--- src/rtl/gdr_pkg.sv ---
// Package for the gamepad direction repeat block: payload types, register
// and mode codes, button positions. No dependencies.
`timescale 1ns / 1ps

package gdr_pkg;

  // Time base width default; deadlines wrap at this width.
  localparam int GDR_TIME_WIDTH = 64;

  // Configuration register indexes.
  localparam int CFG_INDEX_WIDTH = 3;
  localparam logic [CFG_INDEX_WIDTH-1:0] CFG_PRESS_TH   = 3'd0;
  localparam logic [CFG_INDEX_WIDTH-1:0] CFG_RELEASE_TH = 3'd1;
  localparam logic [CFG_INDEX_WIDTH-1:0] CFG_FIRST_DLY  = 3'd2;
  localparam logic [CFG_INDEX_WIDTH-1:0] CFG_REPEAT_INT = 3'd3;

  // Register reset values.
  localparam logic [14:0] PRESS_TH_RST   = 15'd7849;
  localparam logic [14:0] RELEASE_TH_RST = 15'd6000;
  localparam logic [15:0] FIRST_DLY_RST  = 16'd350;
  localparam logic [15:0] REPEAT_INT_RST = 16'd120;

  // Screen mode codes. Codes 6 and 7 behave as the other menu.
  localparam logic [2:0] MODE_PLAY   = 3'd0;
  localparam logic [2:0] MODE_DEMO   = 3'd1;
  localparam logic [2:0] MODE_DRIVE3 = 3'd2;
  localparam logic [2:0] MODE_INTRO  = 3'd3;
  localparam logic [2:0] MODE_EDITOR = 3'd4;
  localparam logic [2:0] MODE_MENU   = 3'd5;

  // Bit positions in the button mask.
  localparam int BTN_UP    = 0;
  localparam int BTN_DOWN  = 1;
  localparam int BTN_LEFT  = 2;
  localparam int BTN_RIGHT = 3;
  localparam int BTN_START = 4;
  localparam int BTN_BACK  = 5;
  localparam int BTN_LSTK  = 6;
  localparam int BTN_LB    = 8;
  localparam int BTN_RB    = 9;
  localparam int BTN_A     = 12;
  localparam int BTN_B     = 13;
  localparam int BTN_X     = 14;
  localparam int BTN_Y     = 15;

  // One pad sample.
  typedef struct packed {
    logic               pad_present;
    logic [15:0]        pad_bits;
    logic signed [15:0] stick_x;
    logic signed [15:0] stick_y;
    logic [2:0]         mode;
    logic [63:0]        time_now;
  } pad_in_t;

  // One result beat.
  typedef struct packed {
    logic       go_left;
    logic       go_right;
    logic       go_up;
    logic       go_down;
    logic       pad_drives;
    logic       jump_level;
    logic       cancel_edge;
    logic       confirm_edge;
    logic [6:0] editor_edges;
  } pad_out_t;

  // Configuration register file contents.
  typedef struct packed {
    logic [14:0] press_threshold;
    logic [14:0] release_threshold;
    logic [15:0] first_repeat_delay;
    logic [15:0] repeat_interval;
  } cfg_regs_t;

  // Per-sample step control shared by the state-holding units.
  typedef struct packed {
    logic step;     // a sample is processed this cycle
    logic clear;    // that sample has no pad: clear state
    logic driving;  // sample mode is a driving mode
  } step_ctrl_t;

  // Button-derived flags of one sample.
  typedef struct packed {
    logic       jump_level;
    logic       cancel_edge;
    logic       confirm_edge;
    logic [6:0] editor_edges;
  } btn_flags_t;

endpackage

--- src/rtl/gamepad_direction_repeat.sv ---
// Top level of the gamepad direction repeat block: input register, four direction
// units, button decoder, result register, config registers. Uses gdr_pkg and submodules.
// A sample accepted into the input register is decoded into the result register.
// Its result beat is offered from there until taken.
// Throughput: one sample per cycle while the result is not stalled; the input register refills as the result drains.
// Reset (rst, synchronous) clears pipeline, held state and deadlines, loads defaults.
`timescale 1ns / 1ps

module gamepad_direction_repeat #(
  parameter int TIME_WIDTH = gdr_pkg::GDR_TIME_WIDTH
) (
  input  logic                                 clk,
  input  logic                                 rst,
  input  logic                                 sample_valid,
  output logic                                 sample_stall,
  input  gdr_pkg::pad_in_t                     sample,
  output logic                                 result_valid,
  input  logic                                 result_stall,
  output gdr_pkg::pad_out_t                    result,
  input  logic                                 cfg_valid,
  output logic                                 cfg_ready,
  input  logic [gdr_pkg::CFG_INDEX_WIDTH-1:0]  cfg_index,
  input  logic [15:0]                          cfg_data
);
  import gdr_pkg::*;

  cfg_regs_t             cfg;
  pad_in_t               in_q;
  logic                  in_full;
  logic                  out_free;
  logic                  fire;
  step_ctrl_t            ctrl;
  logic                  driving;
  logic [TIME_WIDTH-1:0] now;
  logic signed [16:0]    sx;
  logic signed [16:0]    sy;
  logic signed [16:0]    defl [4];
  logic [3:0]            dir_btn;
  logic [3:0]            act;
  btn_flags_t            flags;
  pad_out_t              result_next;

  // Configuration registers; always ready.
  assign cfg_ready = 1'b1;

  always_ff @(posedge clk) begin
    if (rst) begin
      cfg.press_threshold    <= PRESS_TH_RST;
      cfg.release_threshold  <= RELEASE_TH_RST;
      cfg.first_repeat_delay <= FIRST_DLY_RST;
      cfg.repeat_interval    <= REPEAT_INT_RST;
    end else if (cfg_valid && cfg_ready) begin
      unique case (cfg_index)
        CFG_PRESS_TH:   cfg.press_threshold    <= cfg_data[14:0];
        CFG_RELEASE_TH: cfg.release_threshold  <= cfg_data[14:0];
        CFG_FIRST_DLY:  cfg.first_repeat_delay <= cfg_data;
        CFG_REPEAT_INT: cfg.repeat_interval    <= cfg_data;
        default: begin
        end
      endcase
    end
  end

  // Handshake: the input register advances whenever the result register
  // is empty or being taken this cycle.
  assign out_free     = !result_valid || !result_stall;
  assign fire         = in_full && out_free;
  assign sample_stall = in_full && !out_free;

  always_ff @(posedge clk) begin
    if (rst) begin
      in_full <= 1'b0;
    end else if (sample_valid && !sample_stall) begin
      in_full <= 1'b1;
    end else if (fire) begin
      in_full <= 1'b0;
    end
  end

  always_ff @(posedge clk) begin
    if (sample_valid && !sample_stall) begin
      in_q <= sample;
    end
  end

  // Per-sample decode shared by the state units.
  always_comb begin
    driving      = (in_q.mode == MODE_PLAY) || (in_q.mode == MODE_DEMO) ||
                   (in_q.mode == MODE_DRIVE3);
    ctrl.step    = fire;
    ctrl.clear   = !in_q.pad_present;
    ctrl.driving = driving;
    now          = in_q.time_now[TIME_WIDTH-1:0];
    sx           = $signed({in_q.stick_x[15], in_q.stick_x});
    sy           = $signed({in_q.stick_y[15], in_q.stick_y});
    // Order: left, right, up, down.
    defl[0]      = -sx;
    defl[1]      = sx;
    defl[2]      = sy;
    defl[3]      = -sy;
    dir_btn      = {in_q.pad_bits[BTN_DOWN], in_q.pad_bits[BTN_UP],
                    in_q.pad_bits[BTN_RIGHT], in_q.pad_bits[BTN_LEFT]};
  end

  // Four direction units.
  for (genvar d = 0; d < 4; d++) begin : g_dir
    gdr_direction #(
      .TIME_WIDTH(TIME_WIDTH)
    ) u_dir (
      .clk    (clk),
      .rst    (rst),
      .ctrl   (ctrl),
      .cfg    (cfg),
      .button (dir_btn[d]),
      .defl   (defl[d]),
      .now    (now),
      .act    (act[d])
    );
  end

  gdr_buttons u_btn (
    .clk      (clk),
    .rst      (rst),
    .ctrl     (ctrl),
    .pad_bits (in_q.pad_bits),
    .mode     (in_q.mode),
    .flags    (flags)
  );

  // Assemble the result; an absent pad gives all zeros.
  always_comb begin
    result_next = '0;
    if (in_q.pad_present) begin
      result_next.go_left      = act[0];
      result_next.go_right     = act[1];
      result_next.go_up        = act[2];
      result_next.go_down      = act[3];
      result_next.pad_drives   = driving;
      result_next.jump_level   = flags.jump_level;
      result_next.cancel_edge  = flags.cancel_edge;
      result_next.confirm_edge = flags.confirm_edge;
      result_next.editor_edges = flags.editor_edges;
    end
  end

  // Result register.
  always_ff @(posedge clk) begin
    if (rst) begin
      result_valid <= 1'b0;
    end else if (out_free) begin
      result_valid <= fire;
    end
  end

  always_ff @(posedge clk) begin
    if (fire) begin
      result <= result_next;
    end
  end

endmodule

--- src/rtl/gdr_direction.sv ---
// One direction of the pad: hold detection with stick hysteresis and the
// menu auto repeat deadline. Depends on gdr_pkg.
`timescale 1ns / 1ps

module gdr_direction #(
  parameter int TIME_WIDTH = gdr_pkg::GDR_TIME_WIDTH
) (
  input  logic                     clk,
  input  logic                     rst,
  input  gdr_pkg::step_ctrl_t      ctrl,
  input  gdr_pkg::cfg_regs_t       cfg,
  input  logic                     button,
  input  logic signed [16:0]       defl,
  input  logic [TIME_WIDTH-1:0]    now,
  output logic                     act
);
  import gdr_pkg::*;

  logic                  held;
  logic                  held_next;
  logic [TIME_WIDTH-1:0] deadline;
  logic [TIME_WIDTH-1:0] deadline_next;
  logic signed [16:0]    th;
  logic                  due;

  // Threshold depends on whether the direction is already held.
  always_comb begin
    th = held ? $signed({2'b00, cfg.release_threshold})
              : $signed({2'b00, cfg.press_threshold});
    held_next = button || (defl > th);
    due = (now >= deadline);
    act = held_next && (ctrl.driving || !held || due);
  end

  // Next deadline: first delay on a new press, interval after a menu repeat.
  always_comb begin
    deadline_next = deadline;
    if (held_next && !held) begin
      deadline_next = now + TIME_WIDTH'(cfg.first_repeat_delay);
    end else if (act && !ctrl.driving) begin
      deadline_next = now + TIME_WIDTH'(cfg.repeat_interval);
    end
  end

  // State update once per processed sample.
  always_ff @(posedge clk) begin
    if (rst) begin
      held     <= 1'b0;
      deadline <= '0;
    end else if (ctrl.step) begin
      if (ctrl.clear) begin
        held     <= 1'b0;
        deadline <= '0;
      end else begin
        held     <= held_next;
        deadline <= deadline_next;
      end
    end
  end

endmodule

--- src/rtl/gdr_buttons.sv ---
// Button edge detection and mode decoding into jump, cancel, confirm and
// editor flags. Keeps the previous button mask. Depends on gdr_pkg.
`timescale 1ns / 1ps

module gdr_buttons (
  input  logic                clk,
  input  logic                rst,
  input  gdr_pkg::step_ctrl_t ctrl,
  input  logic [15:0]         pad_bits,
  input  logic [2:0]          mode,
  output gdr_pkg::btn_flags_t flags
);
  import gdr_pkg::*;

  logic [15:0] last_pad_bits;
  logic [15:0] pressed;

  // Previous mask, cleared when the pad goes away.
  always_ff @(posedge clk) begin
    if (rst) begin
      last_pad_bits <= '0;
    end else if (ctrl.step) begin
      last_pad_bits <= ctrl.clear ? 16'd0 : pad_bits;
    end
  end

  // Decode newly pressed buttons by mode.
  always_comb begin
    pressed = pad_bits & ~last_pad_bits;
    flags = '0;
    flags.jump_level = (ctrl.driving && pad_bits[BTN_A]) ||
                       (mode == MODE_INTRO && pad_bits != 16'd0);
    flags.cancel_edge = pressed[BTN_B] || pressed[BTN_BACK];
    unique case (mode) inside
      MODE_EDITOR: begin
        flags.editor_edges = {pressed[BTN_LSTK], pressed[BTN_RB], pressed[BTN_LB],
                              pressed[BTN_START], pressed[BTN_Y], pressed[BTN_X],
                              pressed[BTN_A]};
      end
      MODE_DRIVE3: begin
        flags.confirm_edge    = pressed[BTN_A];
        flags.editor_edges[1] = pressed[BTN_START];
      end
      MODE_PLAY, MODE_DEMO: begin
        flags.cancel_edge = pressed[BTN_B] || pressed[BTN_BACK] || pressed[BTN_START];
      end
      default: begin
        flags.confirm_edge = pressed[BTN_A] || pressed[BTN_START];
      end
    endcase
  end

endmodule

--- config.mk ---
export PLATFORM = sky130hd
export DESIGN_NAME = gamepad_direction_repeat
export DESIGN_NICKNAME = d
export VERILOG_FILES = /design/src/rtl/gdr_pkg.sv /design/src/rtl/gamepad_direction_repeat.sv /design/src/rtl/gdr_direction.sv /design/src/rtl/gdr_buttons.sv
export SDC_FILE = /design/constraint.sdc
export NUM_CORES = 2
export LEC_CHECK = 0
export BUFFER_PORTS_ARGS = -buffer_cell sky130_fd_sc_hd__buf_2
export CORE_UTILIZATION = 63
export DETAILED_ROUTE_END_ITERATION = 7
export PLACE_DENSITY = 0.82
export SYNTH_ARGS = -nofsm -noshare
export SYNTH_HDL_FRONTEND = slang
export SYNTH_SLANG_ARGS = --single-unit
--- constraint.sdc ---
create_clock -name clk -period 8.3 [get_ports clk]
set_clock_uncertainty 0.2 [all_clocks]
set_input_delay 1.245 -clock clk [delete_from_list [all_inputs] [get_ports clk]]
set_output_delay 1.245 -clock clk [all_outputs]
set_load 0.02 [all_outputs]
==> results.py <==
metrics = {
    "critical_path": {
        "timing.critical_path.required_ns": 8.59,
        "critical-path-slowest-cell": "sky130_fd_sc_hd__a31oi_4",
        "critical_path.cell_chain": "inv_1, ha_1, nor3b_1, nand2_1, nor3_1, xnor2_1, ha_1, nand4_1, or4_1, nand3_1, a21oi_1, o21ai_4, nor2_1, a31oi_4, buf_4, a21oi_1, a22o_1",
        "worst_setup_path_start_kind": "flop",
        "cp.arrival_ns": 6.22,
        "critical_path_peak_fanout": 30,
        "cp-end-kind": "flop",
        "max_stage_delay_ns": 0.81,
        "criticalPathCategory": "flop to flop",
    },
    "route": {
        "detail_route.wl_per_cell_um": 24.0,
        "antenna_left": 0,
        "avgViaCountPerCell": 6.59,
        "routed-via-count": 27800,
        "remaining_drc_errors": 0,
        "drt_pass1_iterations": 6,
        "wl_um": 101000,
        "drt_iter0_markers": 3184,
    },
    "run": {
        "cap_violations": 0,
    },
    "yosys": {
        "mappedNetlistArea_um2": 30300,
        "synth_top_cells_by_area": "sky130_fd_sc_hd__dfxtp_1 (22%), sky130_fd_sc_hd__ha_1 (14%), sky130_fd_sc_hd__edfxtp_1 (13%)",
        "synth-async-reset-ratio": 0,
        "synth.ff_latch_count": 464,
        "synth_top_area_cell": "sky130_fd_sc_hd__dfxtp_1",
        "synth_top_area_frac": 0.220,
        "synthCells": 3505,
        "share_of_the_yosys_chip_area_belonging_to_registers": 0.350,
        "number_of_synthesized_flops_with_an_enable_pin": 131,
        "ys_warn_count": 0,
        "yosysUniqueCellTypes": 96,
        "dominantRegCellSynth": "sky130_fd_sc_hd__dfxtp_1",
        "syn-num-nets": 3997,
        "avgSynthCellArea_um2": 8.64,
    },
    "clock_network": {
        "cts.sink_count": 464,
        "tritoncts": "built",
        "clock_tree.buffer_depth": 3,
        "worstSkewPairLatency_ns": 0.62,
        "cts_hold_buf": 0,
        "cts_inserted_buffers": 51,
        "clk_root_buffer_cell": "sky130_fd_sc_hd__clkbuf_16",
        "post_cts_buffers": 0,
        "worst_setup_hold_path_clk_slew_ns": 0.06,
        "ctsResizeCount": 0,
        "htreeDepth": 2,
    },
    "timing": {
        "unrepaired_setup_endpoints_after_global_routing": "no",
        "worst-slew-pin-transition_ns": 1.46,
        "timing.setup.tns_ns": 0,
        "finalHoldWorstSlack_ns": 0.253,
        "finalCritPeriodShare": 0.714,
        "fmaxAchievable_ghz": 0.169,
        "min_period_ns": 5.93,
        "setup_viol": 0,
        "timing.final.hold_violations": 0,
        "slew_violations": 0,
        "max-slew-margin-rel": 0.0239,
        "final.setup.worst_slack_ns": 2.37,
    },
    "global_route": {
        "grt_util_all_layers": 0.405,
        "maximum_number_of_pins_on_one_net_before_global_route_repair": 100,
        "via_count_of_the_first_global_routing_pass": 27200,
        "grt-ovfl-total": 0,
        "antenna_violations_before_repair": 1,
        "wire_length_of_the_first_global_routing_pass_um": 155000,
    },
    "die": {
        "num_rows": 79,
        "floorplan.die.height_um": 221,
        "io_pins": 158,
        "die-area_um2": 49000,
        "core-area_um2": 47000,
        "start_util": 0.645,
        "die_w_um": 221,
    },
    "cells_and_area": {
        "design.final.nets": 4068,
        "post-route-cell-area_um2": 33100,
        "fill_cells": 3645,
        "layout-drive-gt1-share": 0.0896,
        "layout.cells.non_filler": 4225,
        "area_growth_pct": 9.28,
        "antenna_cells_inserted": 0,
        "layout.cells.most_common_list": "sky130_fd_sc_hd__nand2_1 (591), sky130_fd_sc_hd__ha_1 (350), sky130_fd_sc_hd__dfxtp_1 (333)",
        "finalCoreUtilization": 0.705,
        "commonest_non_fill_non_tap_cell_in_the_layout": "sky130_fd_sc_hd__nand2_1",
    },
    "power": {
        "irDropWorstVdd_mv": 0.180,
        "static-leakage-power_nw": 12.7,
        "power_density_nw_per_um2": 181,
        "finalPower_mw": 5.99,
    },
    "placed_design": {
        "routabilityCongestion": 1.01,
        "place_ws_ns": 2.57,
        "io_buffer_count": 156,
        "place_inst": 4130,
        "hpwl_um": 72900,
        "placedInstanceArea_um2": 31400,
    },
    "hold_path": {
        "worst_hold_path_type": "flop to flop",
    },
    "status": {
        "status": "completed",
    },
}
==> critical path: cells and delay by family, from the launching register on <==
kind                     cells  cell delay, ns
XOR/XNOR                     1            0.10
adder cells (fa/ha/maj)      2            0.51
AND/OR/NAND/NOR              7            1.87
flip-flops                   1            0.44
buffers and inverters        2            0.62
AO/OA/AOI/OAI                5            2.05
==> routing by layer <==
layer / vias to the layer above / global-route usage / share of wire / routed length (µm)
li1: 12600 / - / - / -
met1: 13200 / 0.529 / 0.39 / 39900
met2: 1683 / 0.627 / 0.43 / 43800
met3: 388 / 0.0843 / 0.11 / 11500
met4: 2 / 0.223 / 0.059 / 5950
met5: - / 0 / 0.000069 / 7
==> power by group <==
group / switching (mW) / internal (mW) / total [mW]
combinational: 0.631 / 0.382 / 1.01
clock: 0.995 / 1.40 / 2.39
sequential: 0.149 / 2.44 / 2.59
total: 1.77 / 4.22 / 5.99
==> final timing paths <==
| path | start | end | slack, ns | depth (start not counted) |
|---|---|---|---|---|
| worst max-delay path | defl[34]$_DFFE_PP_ | g_dir[0].u_dir.deadline[35]$_SDFFE_PP0P_ | 2.37 | 17 |
| worst min register to register | g_dir[0].u_dir.deadline[7]$_SDFFE_PP0P_ | g_dir[0].u_dir.deadline[7]$_SDFFE_PP0P_ | 0.25 | 2 |
| worst max register to register | defl[34]$_DFFE_PP_ | g_dir[0].u_dir.deadline[35]$_SDFFE_PP0P_ | 2.37 | 17 |
| worst min-delay path | g_dir[0].u_dir.deadline[7]$_SDFFE_PP0P_ | g_dir[0].u_dir.deadline[7]$_SDFFE_PP0P_ | 0.25 | 2 |
==> layout make-up <==
type | instances | area, µm² | share of cell area
Clock buffer | 69 | 1470 | 0.0443
Clock inverter | 26 | 283 | 0.00854
Inverter | 285 | 1070 | 0.0323
Multi-Input combinational cell | 2586 | 17900 | 0.541
Sequential cell | 464 | 10600 | 0.320
Tap cell | 607 | 759 | 0.0229
Timing Repair Buffer | 188 | 1020 | 0.0309
==> synth_stat cells, types with 56 or more instances <==
| library cell | instances |
|---|---|
| sky130_fd_sc_hd__a21oi_1 | 245 |
| sky130_fd_sc_hd__a21o_1 | 87 |
| sky130_fd_sc_hd__a22o_1 | 67 |
| sky130_fd_sc_hd__xnor2_1 | 118 |
| sky130_fd_sc_hd__mux2i_1 | 122 |
| sky130_fd_sc_hd__o21ai_0 | 149 |
| sky130_fd_sc_hd__ha_1 | 350 |
| sky130_fd_sc_hd__nand4_1 | 80 |
| sky130_fd_sc_hd__nand3_1 | 100 |
| sky130_fd_sc_hd__clkbuf_1 | 93 |
| sky130_fd_sc_hd__nand2_1 | 592 |
| sky130_fd_sc_hd__inv_1 | 284 |
| sky130_fd_sc_hd__edfxtp_1 | 131 |
| sky130_fd_sc_hd__nor2_1 | 131 |
| sky130_fd_sc_hd__a32o_1 | 56 |
| sky130_fd_sc_hd__dfxtp_1 | 333 |
| sky130_fd_sc_hd__xor2_1 | 74 |
==> logic make-up (layout without fill, tap and decap cells) <==
| logic type | after synthesis | after routing | share of synthesized area |
|---|---|---|---|
| AO/OA/AOI/OAI | 773 | 773 | 0.169 |
| XOR/XNOR | 192 | 192 | 0.0555 |
| adder cells (fa/ha/maj) | 352 | 352 | 0.146 |
| buffers and inverters | 455 | 568 | 0.0611 |
| flip-flops | 464 | 464 | 0.350 |
| multiplexers | 137 | 137 | 0.0462 |
| other | 1 | 1 | 0.000124 |
| AND/OR/NAND/NOR | 1131 | 1131 | 0.172 |
==> registers in the layout, summed over array words and instances (netlist names) <==
register              cells
g_dir.u_dir.held          4
result                   15
in_q                     16
defl                     32
u_btn.last_pad_bits       9
result_valid              1
in_full                   1
dir_btn                   4
g_dir.u_dir.deadline    256
now                      64
cfg                      62
Power figures use the tool's default switching activity.
